File: src/sv/abdf_pkg.sv
// ============================================================================
// abdf_pkg - shared types and constants for the anchor box decode filter
// Stage map, register indexes and reset values, exp2 fraction table.
// ============================================================================
`default_nettype none

package abdf_pkg;

  // Pipeline stage map (index of the register bank loaded at each stage)
  localparam int NUM_STAGES = 21;
  localparam int ST_IN      = 0;   // variance products
  localparam int ST_PROD    = 1;   // log2e product, centre sum
  localparam int ST_EXP     = 2;   // integer/fraction split of the exponent
  localparam int ST_MANT0   = 3;   // first of the fraction steps
  localparam int MANT_STEPS = 12;
  localparam int ST_HMUL    = 15;  // size times mantissa
  localparam int ST_SHIFT   = 16;  // scale by power of two
  localparam int ST_CORNER  = 17;  // corners, unit clamp
  localparam int ST_SCALE   = 18;  // times image size
  localparam int ST_CLAMP   = 19;  // pixel clamp
  localparam int ST_OUT     = 20;  // position and length

  // Bounds on class and prior index
  localparam int MAX_PRIORS  = 32768;
  localparam int MAX_CLASSES = 128;

  // Configuration port
  localparam int CFG_IDX_W  = 3;
  localparam int CFG_DATA_W = 16;

  localparam logic [CFG_IDX_W-1:0] CFG_VAR_CX    = 3'd0;
  localparam logic [CFG_IDX_W-1:0] CFG_VAR_CY    = 3'd1;
  localparam logic [CFG_IDX_W-1:0] CFG_VAR_W     = 3'd2;
  localparam logic [CFG_IDX_W-1:0] CFG_VAR_H     = 3'd3;
  localparam logic [CFG_IDX_W-1:0] CFG_SCORE_THR = 3'd4;
  localparam logic [CFG_IDX_W-1:0] CFG_IMG_W     = 3'd5;
  localparam logic [CFG_IDX_W-1:0] CFG_IMG_H     = 3'd6;

  localparam logic [15:0] RST_VAR_C     = 16'd6554;
  localparam logic [15:0] RST_VAR_S     = 16'd13107;
  localparam logic [15:0] RST_SCORE_THR = 16'd3277;
  localparam logic [12:0] RST_IMG_W     = 13'd640;
  localparam logic [12:0] RST_IMG_H     = 13'd480;

  // log2(e) in Q2.30
  localparam logic [31:0] LOG2E_Q30 = 32'd1549082005;

  // 1.0 in Q1.30 and the rounding constant for a Q1.30 product
  localparam logic [30:0] ONE_Q30   = 31'h4000_0000;
  localparam logic [61:0] ROUND_Q30 = 62'h2000_0000;

  // 2^(2^-k) in Q1.30, k = 1 .. 12
  localparam logic [30:0] POW2_FRAC [MANT_STEPS] = '{
    31'd1518500250, 31'd1276901417, 31'd1170923762, 31'd1121280436,
    31'd1097253708, 31'd1085434106, 31'd1079572136, 31'd1076653033,
    31'd1075196444, 31'd1074468888, 31'd1074105294, 31'd1073923544
  };

  // Configuration register file contents
  typedef struct packed {
    logic [15:0] var_cx;
    logic [15:0] var_cy;
    logic [15:0] var_w;
    logic [15:0] var_h;
    logic [15:0] score_thr;
    logic [12:0] img_w;
    logic [12:0] img_h;
  } cfg_t;

  // Fields that ride along the pipeline untouched
  typedef struct packed {
    logic [6:0]  class_id;
    logic [15:0] score;
    logic [14:0] prior_ref;
  } side_t;

endpackage

`default_nettype wire

File: src/sv/abdf_ctrl.sv
// ============================================================================
// abdf_ctrl - pipeline control and side-band carry
// Filters items on class and score, moves valid bits and pass-through
// fields down the stages and derives the per-stage load enables.
// ============================================================================
`default_nettype none

module abdf_ctrl
  import abdf_pkg::*;
(
  input  wire logic                  clk,
  input  wire logic                  rst_n,
  input  wire logic                  in_valid,
  output logic                       in_ready,
  input  side_t                      in_side,
  input  wire logic [15:0]           score_thr,
  output logic                       out_valid,
  input  wire logic                  out_ready,
  output side_t                      out_side,
  output logic [NUM_STAGES-1:0]      en
);

  logic [NUM_STAGES-1:0] v_r;
  side_t                 side_r [NUM_STAGES];
  logic                  keep;

  // Keep only foreground classes whose score beats the threshold
  assign keep = (in_side.class_id != 7'd0) && (in_side.score > score_thr) &&
                (int'(in_side.class_id) < MAX_CLASSES) &&
                (int'(in_side.prior_ref) < MAX_PRIORS);

  // A stage may load when some stage at or after it is empty or the output drains
  for (genvar k = 0; k < NUM_STAGES; k++) begin : g_en
    assign en[k] = out_ready || !(&v_r[NUM_STAGES-1:k]);
  end

  assign in_ready = en[ST_IN];

  // First stage: dropped items are accepted and leave a bubble
  always_ff @(posedge clk) begin
    if (!rst_n) begin
      v_r[ST_IN] <= 1'b0;
    end else if (en[ST_IN]) begin
      v_r[ST_IN] <= in_valid && keep;
    end
  end

  always_ff @(posedge clk) begin
    if (en[ST_IN]) begin
      side_r[ST_IN] <= in_side;
    end
  end

  // Advance valid bits and side-band down the pipe
  for (genvar k = 1; k < NUM_STAGES; k++) begin : g_stage
    always_ff @(posedge clk) begin
      if (!rst_n) begin
        v_r[k] <= 1'b0;
      end else if (en[k]) begin
        v_r[k] <= v_r[k-1];
      end
    end

    always_ff @(posedge clk) begin
      if (en[k]) begin
        side_r[k] <= side_r[k-1];
      end
    end
  end

  assign out_valid = v_r[ST_OUT];
  assign out_side  = side_r[ST_OUT];

  // Filter decision reaches the first stage
  a_drop: assert property (@(posedge clk) disable iff (!rst_n)
    in_valid && in_ready && !keep |=> !v_r[ST_IN])
    else $error("dropped item entered the pipeline");

  a_keep: assert property (@(posedge clk) disable iff (!rst_n)
    in_valid && in_ready && keep |=> v_r[ST_IN])
    else $error("kept item lost at pipeline entry");

  // Input back-pressure only with a full pipe and a stalled output
  a_full: assert property (@(posedge clk) disable iff (!rst_n)
    !in_ready |-> (&v_r) && !out_ready)
    else $error("input stalled while the pipeline has room");

  // A bubble behind a taken result reaches the output
  a_bubble: assert property (@(posedge clk) disable iff (!rst_n)
    out_valid && out_ready && !v_r[ST_OUT-1] |=> !out_valid)
    else $error("result repeated after hand-over");

endmodule

`default_nettype wire

File: config.mk
export PLATFORM = sky130hd
export DESIGN_NAME = abdf_ctrl
export DESIGN_NICKNAME = d
export VERILOG_FILES = /design/src/sv/abdf_pkg.sv /design/src/sv/abdf_ctrl.sv
export SDC_FILE = /design/constraint.sdc
export NUM_CORES = 1
export LEC_CHECK = 0
export BUFFER_PORTS_ARGS = -buffer_cell sky130_fd_sc_hd__buf_2
export CORE_MARGIN = 1
export CORE_UTILIZATION = 64
export CTS_CLUSTER_DIAMETER = 120
export DETAILED_ROUTE_END_ITERATION = 8
export PLACE_DENSITY = 0.94
export SYNTH_ARGS = -nofsm -noshare
export SYNTH_HDL_FRONTEND = slang
export SYNTH_SLANG_ARGS = --single-unit
File: constraint.sdc
create_clock -name clk -period 10.6 [get_ports clk]
set_clock_uncertainty 0.2 [all_clocks]
set_input_delay 0.53 -clock clk [delete_from_list [all_inputs] [get_ports clk]]
set_output_delay 0.53 -clock clk [all_outputs]
set_load 0.1 [all_outputs]
# Word-level counts from Yosys, hierarchy flattened
# Memory sizes are Yosys's and may differ from the RTL's.
# Index checks and enable logic that the tools add are counted.
[op_classes]
n_mux = 42
order_cmp = 1
reduce_logical = 65
[ops]
columns = ["operator", "count"]
rows = [
  ["$mux W1", 42],
  ["$logic_not A1 Y1", 21],
  ["$logic_or A1 B1 Y1", 21],
  ["$reduce_and A21 Y1", 1],
  ["$reduce_and A20 Y1", 1],
  ["$reduce_and A19 Y1", 1],
  ["$reduce_and A18 Y1", 1],
  ["$reduce_and A17 Y1", 1],
  ["$gt A16 B16 Y1", 1],
  ["$reduce_and A16 Y1", 1],
  ["$reduce_and A15 Y1", 1],
  ["$reduce_and A14 Y1", 1],
  ["$reduce_and A13 Y1", 1],
  ["$reduce_and A12 Y1", 1],
  ["$reduce_and A11 Y1", 1],
  ["$reduce_and A10 Y1", 1],
  ["$reduce_and A9 Y1", 1],
  ["$reduce_and A8 Y1", 1],
  ["$reduce_and A7 Y1", 1],
  ["$reduce_bool A7 Y1", 1],
  ["$reduce_and A6 Y1", 1],
  ["$reduce_and A5 Y1", 1],
  ["$reduce_and A4 Y1", 1],
  ["$reduce_and A3 Y1", 1],
  ["2 further kinds", 3],
]
[word_totals]
ram_bits = 798
elab_cells = 130
input_bits = 58
out_inout_bits = 61
n_memories = 1
reg_bits = 21
[mem_list]
columns = ["memory", "words", "word_bits", "read_ports", "rd_ports_with_merged_regs", "wr", "line_no", "source"]
rows = [
  ["side_r", 21, 38, 21, 0, 21, "abdf_ctrl.sv:24", "side_t side_r [NUM_STAGES];"],
]

# Logic depth before layout (Yosys ltp)
[depth]
ltp_word = 5
mapped_depth = 7
ltp_nobuf = 7

# Least setup slack after synthesis
# Ideal clock, no wire load.
[synth_timing]
path_type = "flip-flop to output port"
startpoint = "register v_r[20], in the netlist out_valid"
endpoint = "output en[0]"
required_ns = 9.870
slack_ns = 3.295
t_arrival_ns = 6.575
n_path_buf = 1
path_stages_with_launch = 8
cell_sequence = "dfxtp_1 > and2b_2 > nand4_4 > nor3_4 > inv_2 > nor4_4 > nand4_1 > buf_4"
[synth_via]
elab_chain_cells = 3
[synth_rtl]
columns = ["item", "line_no", "source"]
rows = [
  ["from (decl)", "abdf_ctrl.sv:23", "logic [NUM_STAGES-1:0] v_r;"],
  ["from (signal, indexed assignment)", "abdf_ctrl.sv:60", "v_r[k] <= v_r[k-1];"],
  ["$reduce_and A21 Y1", "abdf_ctrl.sv:34", "assign en[k] = out_ready || !(&v_r[NUM_STAGES-1:k]);"],
  ["$logic_not A1 Y1", "abdf_ctrl.sv:34", ""],
  ["$logic_or A1 B1 Y1", "abdf_ctrl.sv:34", ""],
  ["to (decl)", "abdf_ctrl.sv:20", "output logic [NUM_STAGES-1:0] en"],
]
# Every way passes these cells.

# Final worst setup path
[layout_timing]
startpoint = "register v_r[19]"
endpoint = "output en[7]"
[layout_via]
elab_chain_cells = 3
[layout_rtl]
columns = ["item", "line_no"]
rows = [
  ["$reduce_and A14 Y1", "abdf_ctrl.sv:34"],
  ["$logic_not A1 Y1", "abdf_ctrl.sv:34"],
  ["$logic_or A1 B1 Y1", "abdf_ctrl.sv:34"],
]
# Every way passes these cells.

==> impl_metrics.env <==
export IMPL_yosysWarnings=0
export IMPL_rsz0062_at_grt="no"
export IMPL_clock_fmax_mhz=188
export IMPL_routed_wl_um=40600
export IMPL_antenna_found_initial=0
export IMPL_worst_pin_slew_ns=0.938
export IMPL_worstHoldStart="side_r[1][51]$_DFFE_PP_"
export IMPL_final_common_cell="edfxtp_1"
export IMPL_critPathKind="reg -> out"
export IMPL_vdd_ir_drop_max_mv=0.174
export IMPL_dieArea_um2=40200
export IMPL_dp_hpwl_um=21900
export IMPL_hold_path_class="reg -> reg"
export IMPL_gr_max_usage_layer="met2"
export IMPL_grtUsageTotal_pct=21.0
export IMPL_port_buffers=118
export IMPL_clk_pin_slew_ns=0.07
export IMPL_start_kind="register"
export IMPL_fin_util_pct=75.8
export IMPL_ys_seq_area_share_pct=96.7
export IMPL_fin_nets=1278
export IMPL_min_to="side_r[1][89]$_DFFE_PP_"
export IMPL_slew_viol_final=0
export IMPL_slew_headroom_pct=37.4
export IMPL_drt_antenna_violating_nets=0
export IMPL_die_h_um=200
export IMPL_r2r_end="side_r[1][119]$_DFFE_PP_"
export IMPL_synth_fp_nets=1032
export IMPL_hold_violations=0
export IMPL_clock_root_buffer="clkbuf_16"
export IMPL_wire_per_inst_um=22.8
export IMPL_fp_coreArea_um2=38700
export IMPL_outcome="completed"
export IMPL_antenna_cells=0
export IMPL_fin_crit_sh_pct=50.1
export IMPL_setup_tns_ns=0
export IMPL_cp_data_arrival_time_ns=4.58
export IMPL_cp_max_fo=41
export IMPL_finalSetupViolations=0
export IMPL_num_rows=72
export IMPL_syn_cell_area_um2=25200
export IMPL_cap_violations=0
export IMPL_met3_usage_pct=4.30
export IMPL_cts_made_buffers=73
export IMPL_grt_pass1_wl_um=60800
export IMPL_die_w_um=200
export IMPL_end_kind="primary output"
export IMPL_ff2ff_setup_slack_ns=6.45
export IMPL_gp_congestion=0.687
export IMPL_drtIter0Drc=593
export IMPL_clock_sinks=819
export IMPL_dr_pass1_iters=5
export IMPL_h_tree_depth=3
export IMPL_synthCells=958
export IMPL_ys_seq_elements=819
export IMPL_overflow=0
export IMPL_ff2ff_path_depth=7
export IMPL_areaGrowthSynthToFinish_pct=16.5
export IMPL_p_leak_nw=10.8
export IMPL_min_period_ns=5.31
export IMPL_clockBufferDepth=3
export IMPL_syn_area_per_cell_um2=26.3
export IMPL_layout_drive_gt1_share_pct=19.9
export IMPL_mostFrequentLayoutCells="edfxtp_1, buf_2, clkbuf_16, dlygate4sd3_1, inv_1"
export IMPL_avgViaCountPerCell=5.39
export IMPL_required_ns=9.87
export IMPL_pwr_density_cell_nw_per_um2=222
export IMPL_vias=9604
export IMPL_start_util_pct=65.1
export IMPL_ys_types=33
export IMPL_worstSkewPairLatency_ns=0.59
export IMPL_drc=0
export IMPL_grt_pass1_vias=10500
export IMPL_met1_usage_pct=19.2
export IMPL_cts_repair_resized=0
export IMPL_whs_path_depth=0
export IMPL_reg2reg_from="v_r[19]$_SDFFE_PN0P_"
export IMPL_ios=119
export IMPL_met2_usage_pct=43.5
export IMPL_grt_max_degree=42
export IMPL_cts_tree="done"
-- Yosys cell counts --
cell type	number	area share, %
a21oi_1	21	0.42
o211ai_1	1	0.030
and2b_2	1	0.035
inv_1	31	0.46
nor2_1	21	0.31
nor2b_1	1	0.025
o21ai_1	1	0.020
o21a_1	1	0.030
or4_1	1	0.030
buf_4	1	0.030
nor3_1	1	0.020
inv_2	1	0.015
nor4_4	1	0.084
nand2_1	10	0.15
and2_1	1	0.025
a221o_1	1	0.040
and3_1	1	0.025
buf_1	1	0.015
a21o_1	1	0.030
nor4_1	1	0.025
nand3_1	9	0.18
o31ai_1	1	0.030
dfxtp_1	21	1.7
clkbuf_1	2	0.030
edfxtp_1	798	95
nor3_4	1	0.065
nand4_1	5	0.12
and3_2	2	0.060
ha_1	16	0.79
and4_4	1	0.045
o21ai_0	1	0.020
and2_2	1	0.030
nand4_4	1	0.084
-- area by class of cell --
| type | instances | area [um2] |
|---|---|---|
| Timing Repair Buffer | 175 | 1110 |
| Clock inverter | 36 | 327 |
| Inverter | 32 | 120 |
| Multi-Input combinational cell | 103 | 717 |
| Sequential cell | 819 | 24400 |
| Clock buffer | 99 | 2060 |
| Tap cell | 518 | 648 |
| Fill cell | 1957 | 9370 |
-- worst max path at each step --
stage                     endpoint  slack [ns]              startpoint
after CTS                    en[7]        5.15    v_r[19]$_SDFFE_PN0P_
final                        en[7]        5.29    v_r[19]$_SDFFE_PN0P_
after detailed placement     en[7]        5.62               out_ready
after global placement       en[7]        5.99               out_ready
after global routing         en[7]        4.89    v_r[19]$_SDFFE_PN0P_
after floorplan              en[0]        3.30  out_valid$_SDFFE_PN0P_
-- per-stage QoR --
| stage | area (um2) | hold slack, ns | std cells | setup slack, ns | power, mW |
|---|---|---|---|---|---|
| 6_report | 29400 | 0.196 | 1782 | 5.29 | 6.52 |
| 5_1_grt | 29400 | 0.203 | 1782 | 4.89 | 6.71 |
| 4_1_cts | 29400 | 0.199 | 1782 | 5.15 | 6.56 |
| 3_5_place_dp | 26600 | 0.205 | 1609 | 5.62 | 3.93 |
| 3_3_place_gp | 26600 | 0.200 | 1609 | 5.99 | 3.89 |
| 2_1_floorplan | 25200 | 0.200 | 958 | 3.30 | 3.87 |
-- where the power goes --
| part | total, mW | internal, mW | switching, mW |
|---|---|---|---|
| sequential | 3.77 | 3.71 | 0.0621 |
| clock | 2.64 | 1.52 | 1.12 |
| combinational | 0.110 | 0.0290 | 0.0811 |
-- critical path, stage by stage, from the launching register on --
cell and delay (ns):
dfxtp_1 0.40, and4_4 0.28, nand4_4 0.61, nor3_4 0.54
inv_2 0.07, buf_4 0.30, nor2_1 0.38, nand3_2 0.79
buf_2 0.59
-- logic make-up after synthesis --
kind of cell             synth area share (%)
flip-flops                               96.7
AND/OR/NAND/NOR                          1.32
buffers and inverters                   0.551
AO/OA/AOI/OAI                           0.615
adder cells (fa/ha/maj)                 0.794
-- registers in the layout, summed over array words and instances, names as in the netlist --
name / flops
side_r: 798
out_valid: 1
v_r: 20
-- repair_timing --
item,4_1_cts,5_1_grt
buffers inserted,0,0
endpoints found under the hold margin,38,0
hold buffers,38,0
-- layer usage --
layer / up-vias / routed length [um]
met5: - / 0
met4: 0 / 1480
met3: 109 / 1760
met2: 343 / 24600
met1: 4862 / 12700
li1: 4290 / -
No activity file was read; power rests on OpenSTA's default activity.
