--- config.mk ---
export PLATFORM = sky130hd
export DESIGN_NAME = abdf_cfg
export DESIGN_NICKNAME = d
export VERILOG_FILES = /design/src/sv/abdf_pkg.sv /design/src/sv/abdf_cfg.sv
export SDC_FILE = /design/constraint.sdc
export NUM_CORES = 1
export LEC_CHECK = 0
export BUFFER_PORTS_ARGS = -buffer_cell sky130_fd_sc_hd__buf_4
export CORE_ASPECT_RATIO = 0.6
export CORE_MARGIN = 2
export CORE_UTILIZATION = 44
export CTS_CLUSTER_SIZE = 16
export DETAILED_ROUTE_END_ITERATION = 8
export PLACE_DENSITY_LB_ADDON = 0.12
export SYNTH_ARGS = -nofsm -noshare
export SYNTH_HDL_FRONTEND = slang
export SYNTH_SLANG_ARGS = --single-unit
--- constraint.sdc ---
create_clock -name clk -period 2 [get_ports clk]
set_input_delay 0.3 -clock clk [delete_from_list [all_inputs] [get_ports clk]]
set_output_delay 0.3 -clock clk [all_outputs]
set_load 0.02 [all_outputs]
--- src/sv/abdf_pkg.sv ---
// ============================================================================
// abdf_pkg - shared types and constants for the anchor box decode filter
// Stage map, register indexes and reset values, exp2 fraction table.
// ============================================================================
`default_nettype none

package abdf_pkg;

  // Pipeline stage map (index of the register bank loaded at each stage)
  localparam int NUM_STAGES = 21;
  localparam int ST_IN      = 0;   // variance products
  localparam int ST_PROD    = 1;   // log2e product, centre sum
  localparam int ST_EXP     = 2;   // integer/fraction split of the exponent
  localparam int ST_MANT0   = 3;   // first of the fraction steps
  localparam int MANT_STEPS = 12;
  localparam int ST_HMUL    = 15;  // size times mantissa
  localparam int ST_SHIFT   = 16;  // scale by power of two
  localparam int ST_CORNER  = 17;  // corners, unit clamp
  localparam int ST_SCALE   = 18;  // times image size
  localparam int ST_CLAMP   = 19;  // pixel clamp
  localparam int ST_OUT     = 20;  // position and length

  // Bounds on class and prior index
  localparam int MAX_PRIORS  = 32768;
  localparam int MAX_CLASSES = 128;

  // Configuration port
  localparam int CFG_IDX_W  = 3;
  localparam int CFG_DATA_W = 16;

  localparam logic [CFG_IDX_W-1:0] CFG_VAR_CX    = 3'd0;
  localparam logic [CFG_IDX_W-1:0] CFG_VAR_CY    = 3'd1;
  localparam logic [CFG_IDX_W-1:0] CFG_VAR_W     = 3'd2;
  localparam logic [CFG_IDX_W-1:0] CFG_VAR_H     = 3'd3;
  localparam logic [CFG_IDX_W-1:0] CFG_SCORE_THR = 3'd4;
  localparam logic [CFG_IDX_W-1:0] CFG_IMG_W     = 3'd5;
  localparam logic [CFG_IDX_W-1:0] CFG_IMG_H     = 3'd6;

  localparam logic [15:0] RST_VAR_C     = 16'd6554;
  localparam logic [15:0] RST_VAR_S     = 16'd13107;
  localparam logic [15:0] RST_SCORE_THR = 16'd3277;
  localparam logic [12:0] RST_IMG_W     = 13'd640;
  localparam logic [12:0] RST_IMG_H     = 13'd480;

  // log2(e) in Q2.30
  localparam logic [31:0] LOG2E_Q30 = 32'd1549082005;

  // 1.0 in Q1.30 and the rounding constant for a Q1.30 product
  localparam logic [30:0] ONE_Q30   = 31'h4000_0000;
  localparam logic [61:0] ROUND_Q30 = 62'h2000_0000;

  // 2^(2^-k) in Q1.30, k = 1 .. 12
  localparam logic [30:0] POW2_FRAC [MANT_STEPS] = '{
    31'd1518500250, 31'd1276901417, 31'd1170923762, 31'd1121280436,
    31'd1097253708, 31'd1085434106, 31'd1079572136, 31'd1076653033,
    31'd1075196444, 31'd1074468888, 31'd1074105294, 31'd1073923544
  };

  // Configuration register file contents
  typedef struct packed {
    logic [15:0] var_cx;
    logic [15:0] var_cy;
    logic [15:0] var_w;
    logic [15:0] var_h;
    logic [15:0] score_thr;
    logic [12:0] img_w;
    logic [12:0] img_h;
  } cfg_t;

  // Fields that ride along the pipeline untouched
  typedef struct packed {
    logic [6:0]  class_id;
    logic [15:0] score;
    logic [14:0] prior_ref;
  } side_t;

endpackage

`default_nettype wire

--- src/sv/abdf_cfg.sv ---
// ============================================================================
// abdf_cfg - configuration register file
// Seven write-only registers loaded from the plain write port.
// ============================================================================
`default_nettype none

module abdf_cfg
  import abdf_pkg::*;
(
  input  wire logic                  clk,
  input  wire logic                  rst_n,
  input  wire logic                  cfg_we,
  input  wire logic [CFG_IDX_W-1:0]  cfg_index,
  input  wire logic [CFG_DATA_W-1:0] cfg_wdata,
  output cfg_t                       cfg
);

  cfg_t cfg_r;
  cfg_t cfg_nxt;

  // Decode the write; indexes beyond the list are dropped
  always_comb begin
    cfg_nxt = cfg_r;
    if (cfg_we) begin
      case (cfg_index)
        CFG_VAR_CX:    cfg_nxt.var_cx    = cfg_wdata;
        CFG_VAR_CY:    cfg_nxt.var_cy    = cfg_wdata;
        CFG_VAR_W:     cfg_nxt.var_w     = cfg_wdata;
        CFG_VAR_H:     cfg_nxt.var_h     = cfg_wdata;
        CFG_SCORE_THR: cfg_nxt.score_thr = cfg_wdata;
        CFG_IMG_W:     cfg_nxt.img_w     = cfg_wdata[12:0];
        CFG_IMG_H:     cfg_nxt.img_h     = cfg_wdata[12:0];
        default:       cfg_nxt           = cfg_r;
      endcase
    end
  end

  always_ff @(posedge clk) begin
    if (!rst_n) begin
      cfg_r.var_cx    <= RST_VAR_C;
      cfg_r.var_cy    <= RST_VAR_C;
      cfg_r.var_w     <= RST_VAR_S;
      cfg_r.var_h     <= RST_VAR_S;
      cfg_r.score_thr <= RST_SCORE_THR;
      cfg_r.img_w     <= RST_IMG_W;
      cfg_r.img_h     <= RST_IMG_H;
    end else begin
      cfg_r <= cfg_nxt;
    end
  end

  assign cfg = cfg_r;

endmodule

`default_nettype wire

* Word level (Yosys, flattened, before mapping)
Cells that the tools add are included.
** Operators by class
- Magnitude comparators :: 0
- Multipliers :: 0
- Shifts and indexed selects :: 0
- $add $sub $neg :: 0
- Multiplexer cells :: 0
- Equal/unequal tests :: 6
- Bitwise logic cells :: 0
- Reduce and logical (&&, ||, !) cells :: 8
- Div/mod/pow operators :: 0
** Operators by type and width (number)
- 2-bit AND reduction :: 7
- 3-bit == test (second input constant) :: 3
- 3-bit by 2-bit == test with 1-bit output (second input constant) :: 2
- 3-bit by 1-bit == test with 1-bit output (second input constant) :: 1
- 3-bit zero test :: 1
** Storage, ports and cells
- Memories kept :: 0
- RAM bits :: 0
- Output and inout port bits :: 106
- Word-level logic and storage cells :: 21
- Latch bits :: 0
- ROM bits :: 0
- Bits of input ports :: 22
- Register bits :: 106

* Longest topological paths before layout
Gate-level depths: netlist (run 1).
- Word-level depth :: 2
- Depth in mapped cells :: 5

* Worst setup path before layout (run 1)
OpenSTA, ideal clock, no wires.
- Path type :: input to register
- Start point :: input cfg_index[2]
- End point :: register cfg_r, in the netlist cfg[97]
- Arrival time :: 1321 ps
- Stages :: 5
- Slack :: 549 ps
- Data required time :: 1870 ps
- Setup time :: 130 ps
- Path through :: buf_2 or4b_1 buf_4 buf_6 mux2i_1
** On the way
- Cells in the longest elaborated chain, start to end :: 2
** RTL lines
- start, declared :: line abdf_cfg.sv:13 : input wire logic [CFG_IDX_W-1:0] cfg_index,
- 3-bit zero test :: line abdf_cfg.sv:25 : case (cfg_index)
- 2-bit AND reduction (no line)
- end signal, assigned :: line abdf_cfg.sv:48 : cfg_r <= cfg_nxt;
- end, declared :: line abdf_cfg.sv:18 : cfg_t cfg_r;
Every way passes these cells.
A chain may end at the register's enable or synchronous reset.

* Final worst setup path (run 1)
- Start point :: register cfg_r, in the netlist cfg[78]
- End point :: output cfg[78] in the netlist's numbering
** RTL lines
- end, declared :: line abdf_cfg.sv:15 : output cfg_t cfg
No word-level cell between the ends.

==> results.cfg, run 1 <==
[layout]
area_growth_pct = 34.9
instances_no_fill = 629
nFillCells = 794
n_antenna_cell = 0
drive_gt1_frac = 0.310
final_nets = 530
largest_reg_flops = 106

[timing]
fin_crit_sh = 0.594
hold_viol = 0
rsz0062_at_grt = false
tightest_slew_ps = 460
finalClockSkew_ps = 0
relSlewSlack = 0.693
setup_tns_ps = 0
finalSetupViolations = 0
period_minus_slack_ps = 1190
max_freq_mhz = 842
drv_slew = 0

[critical_path]
required_ps = 1700
crit_family = flip-flops
crit_chain = buf_4
path_class = reg2out
r2r_slack_ps = 1340
path_buf_inv = 1
cp-end-kind = output port
slowest_delay_ps = 380
crit_path_start_kind = register
crit_path_max_fanout = 2
crit_slowest_cell = dfxtp_1
crit_arrival_ps = 890

[global_routing]
grt.total_usage = 0.210
grt_max_degree = 44
overflow = 0
grt_pass1_vias = 3044
antenna_found_initial = 0
grt_pass1_wl_mm = 16.0

[clock_network]
htree_levels = 3
cts_buffers = 9
cts-root-buf = clkbuf_16
postCtsSetupRepairBufs = 0
cts_hold_buf = 0
cts_tree = built
cts_sinks = 106
clk_path_buf_depth = 2
cts_resized = 0
clk_pin_slew_worst_paths_ps = 70
insertion_delay_ps = 340

[detailed_routing]
drc = 0
routed_wirelength_mm = 10.3
vias = 3062
routedWlPerCell_um = 16.4
drtIter0Drc = 169
first_pass_iters = 4
ant_nets = 0
viasPerCell = 4.87

[logic_synthesis]
syn_inst = 386
avgSynthCellArea_um2 = 10.5
syn_nets = 408
synth_cell_type_count = 12
ys_warn_count = 0
synth_area_um2 = 4060
ys_ff_latch = 106
yosys.area.top_type = dfxtp_1
ys_top_cells_by_area = dfxtp_1, mux2i_1, nor2b_1, nand2_1, buf_2
synth_top_area_frac = 0.522
yosysSeqAreaShare = 0.522

[placement]
portBuffers = 127
hpwl_mm = 7.25
placedCellCount = 613
globalplace.congestion = 0.755

[die]
chipWidth_um = 128
ios = 128
core-area_um2 = 9090
dieArea_um2 = 10000
fp.dieH_um = 78.4
start_util = 0.447
rows = 27

[flow_run]
max_cap_viol_count = 0

[power]
powerDensity_nw_per_um2 = 803
leakagePower_nw = 2.67
irDropWorstVdd_mv = 0.489

[hold_path]
hp-class = in2reg

[outcome]
status = finished clean
-- metrics by stage --
stage	total power, W	hold slack, ps	setup slack [ps]	util	instance area, um2
after floorplan	0.00245	462	549	-	4060
after global placement	0.00262	445	509	0.569	5170
after detailed placement	0.00263	452	501	0.569	5170
after CTS	0.00445	223	808	0.603	5480
after global routing	0.00456	234	779	0.603	5480
final	0.00440	225	812	0.603	5480
-- cell families (layout without fill, tap and decap cells) --
kind of cell,Yosys count,in the layout,share of synthesized area
flops,106,106,0.522
buf+inv,29,156,0.0342
mux,106,106,0.261
simple gates,145,145,0.183
-- final cells by class --
class | count | area [um2] | share of cell area
sequential | 106 | 2120 | 0.387
multi-input combinational | 251 | 1830 | 0.334
timing repair buffer | 140 | 1080 | 0.196
clock buffer | 9 | 225 | 0.0411
tap | 116 | 145 | 0.0265
clock inverter | 7 | 82.6 | 0.0151
-- worst register-to-register path: cells and delay by family (launching register included) --
family	cells	cell delay, ps
multiplexers	1	70
flip-flops	1	340
AND/OR/NAND/NOR	1	120
-- power by group --
group	switching (W)	internal, W	total (W)
Clock	0.000832	0.000994	0.00183
Combinational	0.000220	0.000173	0.000393
Sequential	0.0000271	0.00216	0.00218
Total	0.00108	0.00332	0.00440
-- metal layers --
| layer | vias up | GRT usage | wire (um) |
|---|---|---|---|
| li1 | 1515 | - | - |
| met1 | 1451 | 0.277 | 4970 |
| met2 | 82 | 0.318 | 4430 |
| met3 | 14 | 0.0873 | 781 |
| met4 | 0 | 0.0560 | 125 |
| met5 | - | 0 | 0 |
-- cell usage in the layout (no fill, tap or decap), types with 2 or more instances in the layout --
cell	netlist	routed
mux2i_1	106	106
buf_4	2	138
nand4b_1	3	3
inv_6	0	4
nand4bb_1	2	2
nand2_1	79	79
nor4bb_2	0	2
nor2b_1	57	57
clkinv_4	0	2
dfxtp_1	106	106
buf_12	0	2
clkbuf_16	0	9
-- cell usage after synthesis --
library cell  count
dfxtp_1         106
clkbuf_1         14
nor2b_1          57
nand2_1          79
nand4b_1          3
buf_2            12
buf_4             2
nor4bb_1          3
nand4bb_1         2
or4b_1            1
buf_6             1
mux2i_1         106
-- path summary, 6_finish.rpt --
kind	from	to	cells past startpoint
max	cfg[78]	cfg[78]	1
min	cfg_wdata[6]	cfg[6]	3
max reg2reg	cfg[86]	cfg[86]	2
min reg2reg	cfg[60]	cfg[60]	2
No activity file was read; power rests on OpenSTA's default activity.
==> run 2: changes to the inputs <==
==> constraint.sdc (replaced) <==
create_clock -name clk -period 1.2 [get_ports clk]
set_input_delay 0.18 -clock clk [delete_from_list [all_inputs] [get_ports clk]]
set_output_delay 0.18 -clock clk [all_outputs]
set_load 0.02 [all_outputs]
==> run 2 against run 1 <==
First-iteration DRC count down 15%. Die area unchanged. Non-clock buffer count up 11. Critical path depth unchanged. Sequential power up 67%. Clock power up 63%. Count of clock-buffer cells in the layout up 3. Final area up 2.7%. Combinational power up 79%. Worst hold slack worse by 110 ps. Critical path type unchanged. Critical endpoint is now cfg[95].
==> results.cfg, run 2 (same netlist as run 1, synthesis figures left out) <==
[critical_path]
cp-end-kind = output port
crit_chain = buf_4
path_buf_inv = 1
crit_slowest_cell = dfxtp_1
crit_path_start_kind = register
r2r_slack_ps = 520
slowest_delay_ps = 370
required_ps = 1020
crit_arrival_ps = 870
crit_path_max_fanout = 2
worstReg2RegStart = cfg[102]
crit_family = flip-flops
r2r_cells = 2
r2r-end = cfg[102]
path_class = reg2out

[clock_network]
cts_buffers = 9
clk_pin_slew_worst_paths_ps = 70
insertion_delay_ps = 340
cts_tree = built
postCtsSetupRepairBufs = 0
clk_path_buf_depth = 2
cts-root-buf = clkbuf_16
htree_levels = 3
cts_resized = 0
cts_hold_buf = 0
cts_sinks = 106

[placement]
placedCellCount = 624
hpwl_mm = 7.44
portBuffers = 127
place_ws_ps = -144
globalplace.congestion = 0.770

[layout]
drive_gt1_frac = 0.324
n_antenna_cell = 0
layout_common_cells = buf_4, mux2i_1, dfxtp_1
layout_commonest_cell = buf_4
instances_no_fill = 640
final_nets = 541
largest_reg_flops = 106
area_growth_pct = 38.5

[timing]
hold_viol = 0
finalSetupViolations = 0
setup_ws_ps = 151
tightest_slew_ps = 345
relSlewSlack = 0.770
fin_crit_sh = 0.874
drv_slew = 0
setup_tns_ps = 0
max_freq_mhz = 953
holdWs_ps = 111
finalClockSkew_ps = 0
rsz0062_at_grt = false
period_minus_slack_ps = 1050

[global_routing]
overflow = 0
antenna_found_initial = 0
grt.total_usage = 0.209
grt_pass1_wl_mm = 16.2
grt_max_degree = 58
grt_pass1_vias = 3131

[detailed_routing]
viasPerCell = 4.85
routed_wirelength_mm = 10.3
routedWlPerCell_um = 16.1
vias = 3103
drtIter0Drc = 143
drc = 0
ant_nets = 0
first_pass_iters = 4

[power]
p_seq_frac = 0.497
combinationalPowerShare = 0.096
powerDensity_nw_per_um2 = 1300
irDropWorstVdd_mv = 0.743
p_switching_w = 0.00167
cell_internal_pwr_w = 0.00565
power.total_w = 0.00732
sw_frac_of_total = 0.228
clkPwrFrac = 0.407
leakagePower_nw = 2.76

[flow_run]
max_cap_viol_count = 0

[die]
rows = 27
dieArea_um2 = 10000
fp.dieH_um = 78.4
start_util = 0.447
core-area_um2 = 9090
chipWidth_um = 128
ios = 128

[outcome]
status = finished clean

[hold_path]
min_to = cfg[28]
hp-class = in2reg
hp-start = cfg_wdata[2]
whs_path_depth = 3
run 2: per-stage QoR:
step                utilization  area (um2)
CTS                       0.619        5630
finish                    0.619        5630
global route              0.619        5630
global placement          0.586        5320
floorplan                     -        4090
detailed placement        0.586        5320
run 2: power by group through the flow:
stage	Sequential, W	Clock (W)	Combinational, W
after floorplan	0.00381	0	0.000283
after global placement	0.00372	0	0.000695
after detailed placement	0.00372	0	0.000705
after CTS	0.00364	0.00303	0.000706
after global routing	0.00365	0.00318	0.000752
final	0.00364	0.00298	0.000702
run 2: per-layer routing:
metal	track usage	routed length (um)	vias up
met2	0.319	4530	78
met5	0	0	-
met3	0.0600	512	2
met4	0.0505	31	0
li1	-	-	1544
met1	0.292	5210	1479
run 2: final cells by class:
| class | count | area (um2) |
|---|---|---|
| fillers | 781 | 3460 |
| clock inverters | 4 | 48.8 |
| multi-input cells | 251 | 1830 |
| repair buffers | 151 | 1220 |
| clock buffers | 12 | 256 |
| well taps | 116 | 145 |
| flip-flops and latches | 106 | 2120 |
run 2: worst max-delay path by stage:
stage | cells past startpoint | endpoint | from | slack (ps)
2_1_floorplan | 5 | cfg[97] | cfg_index[2] | -80
3_3_place_gp | 3 | cfg[91] | cfg_index[0] | -120
3_5_place_dp | 3 | cfg[91] | cfg_index[1] | -140
4_1_cts | 1 | cfg[91] | cfg[91] | 150
5_1_grt | 1 | cfg[20] | cfg[20] | 110
6_report | 1 | cfg[95] | cfg[95] | 150
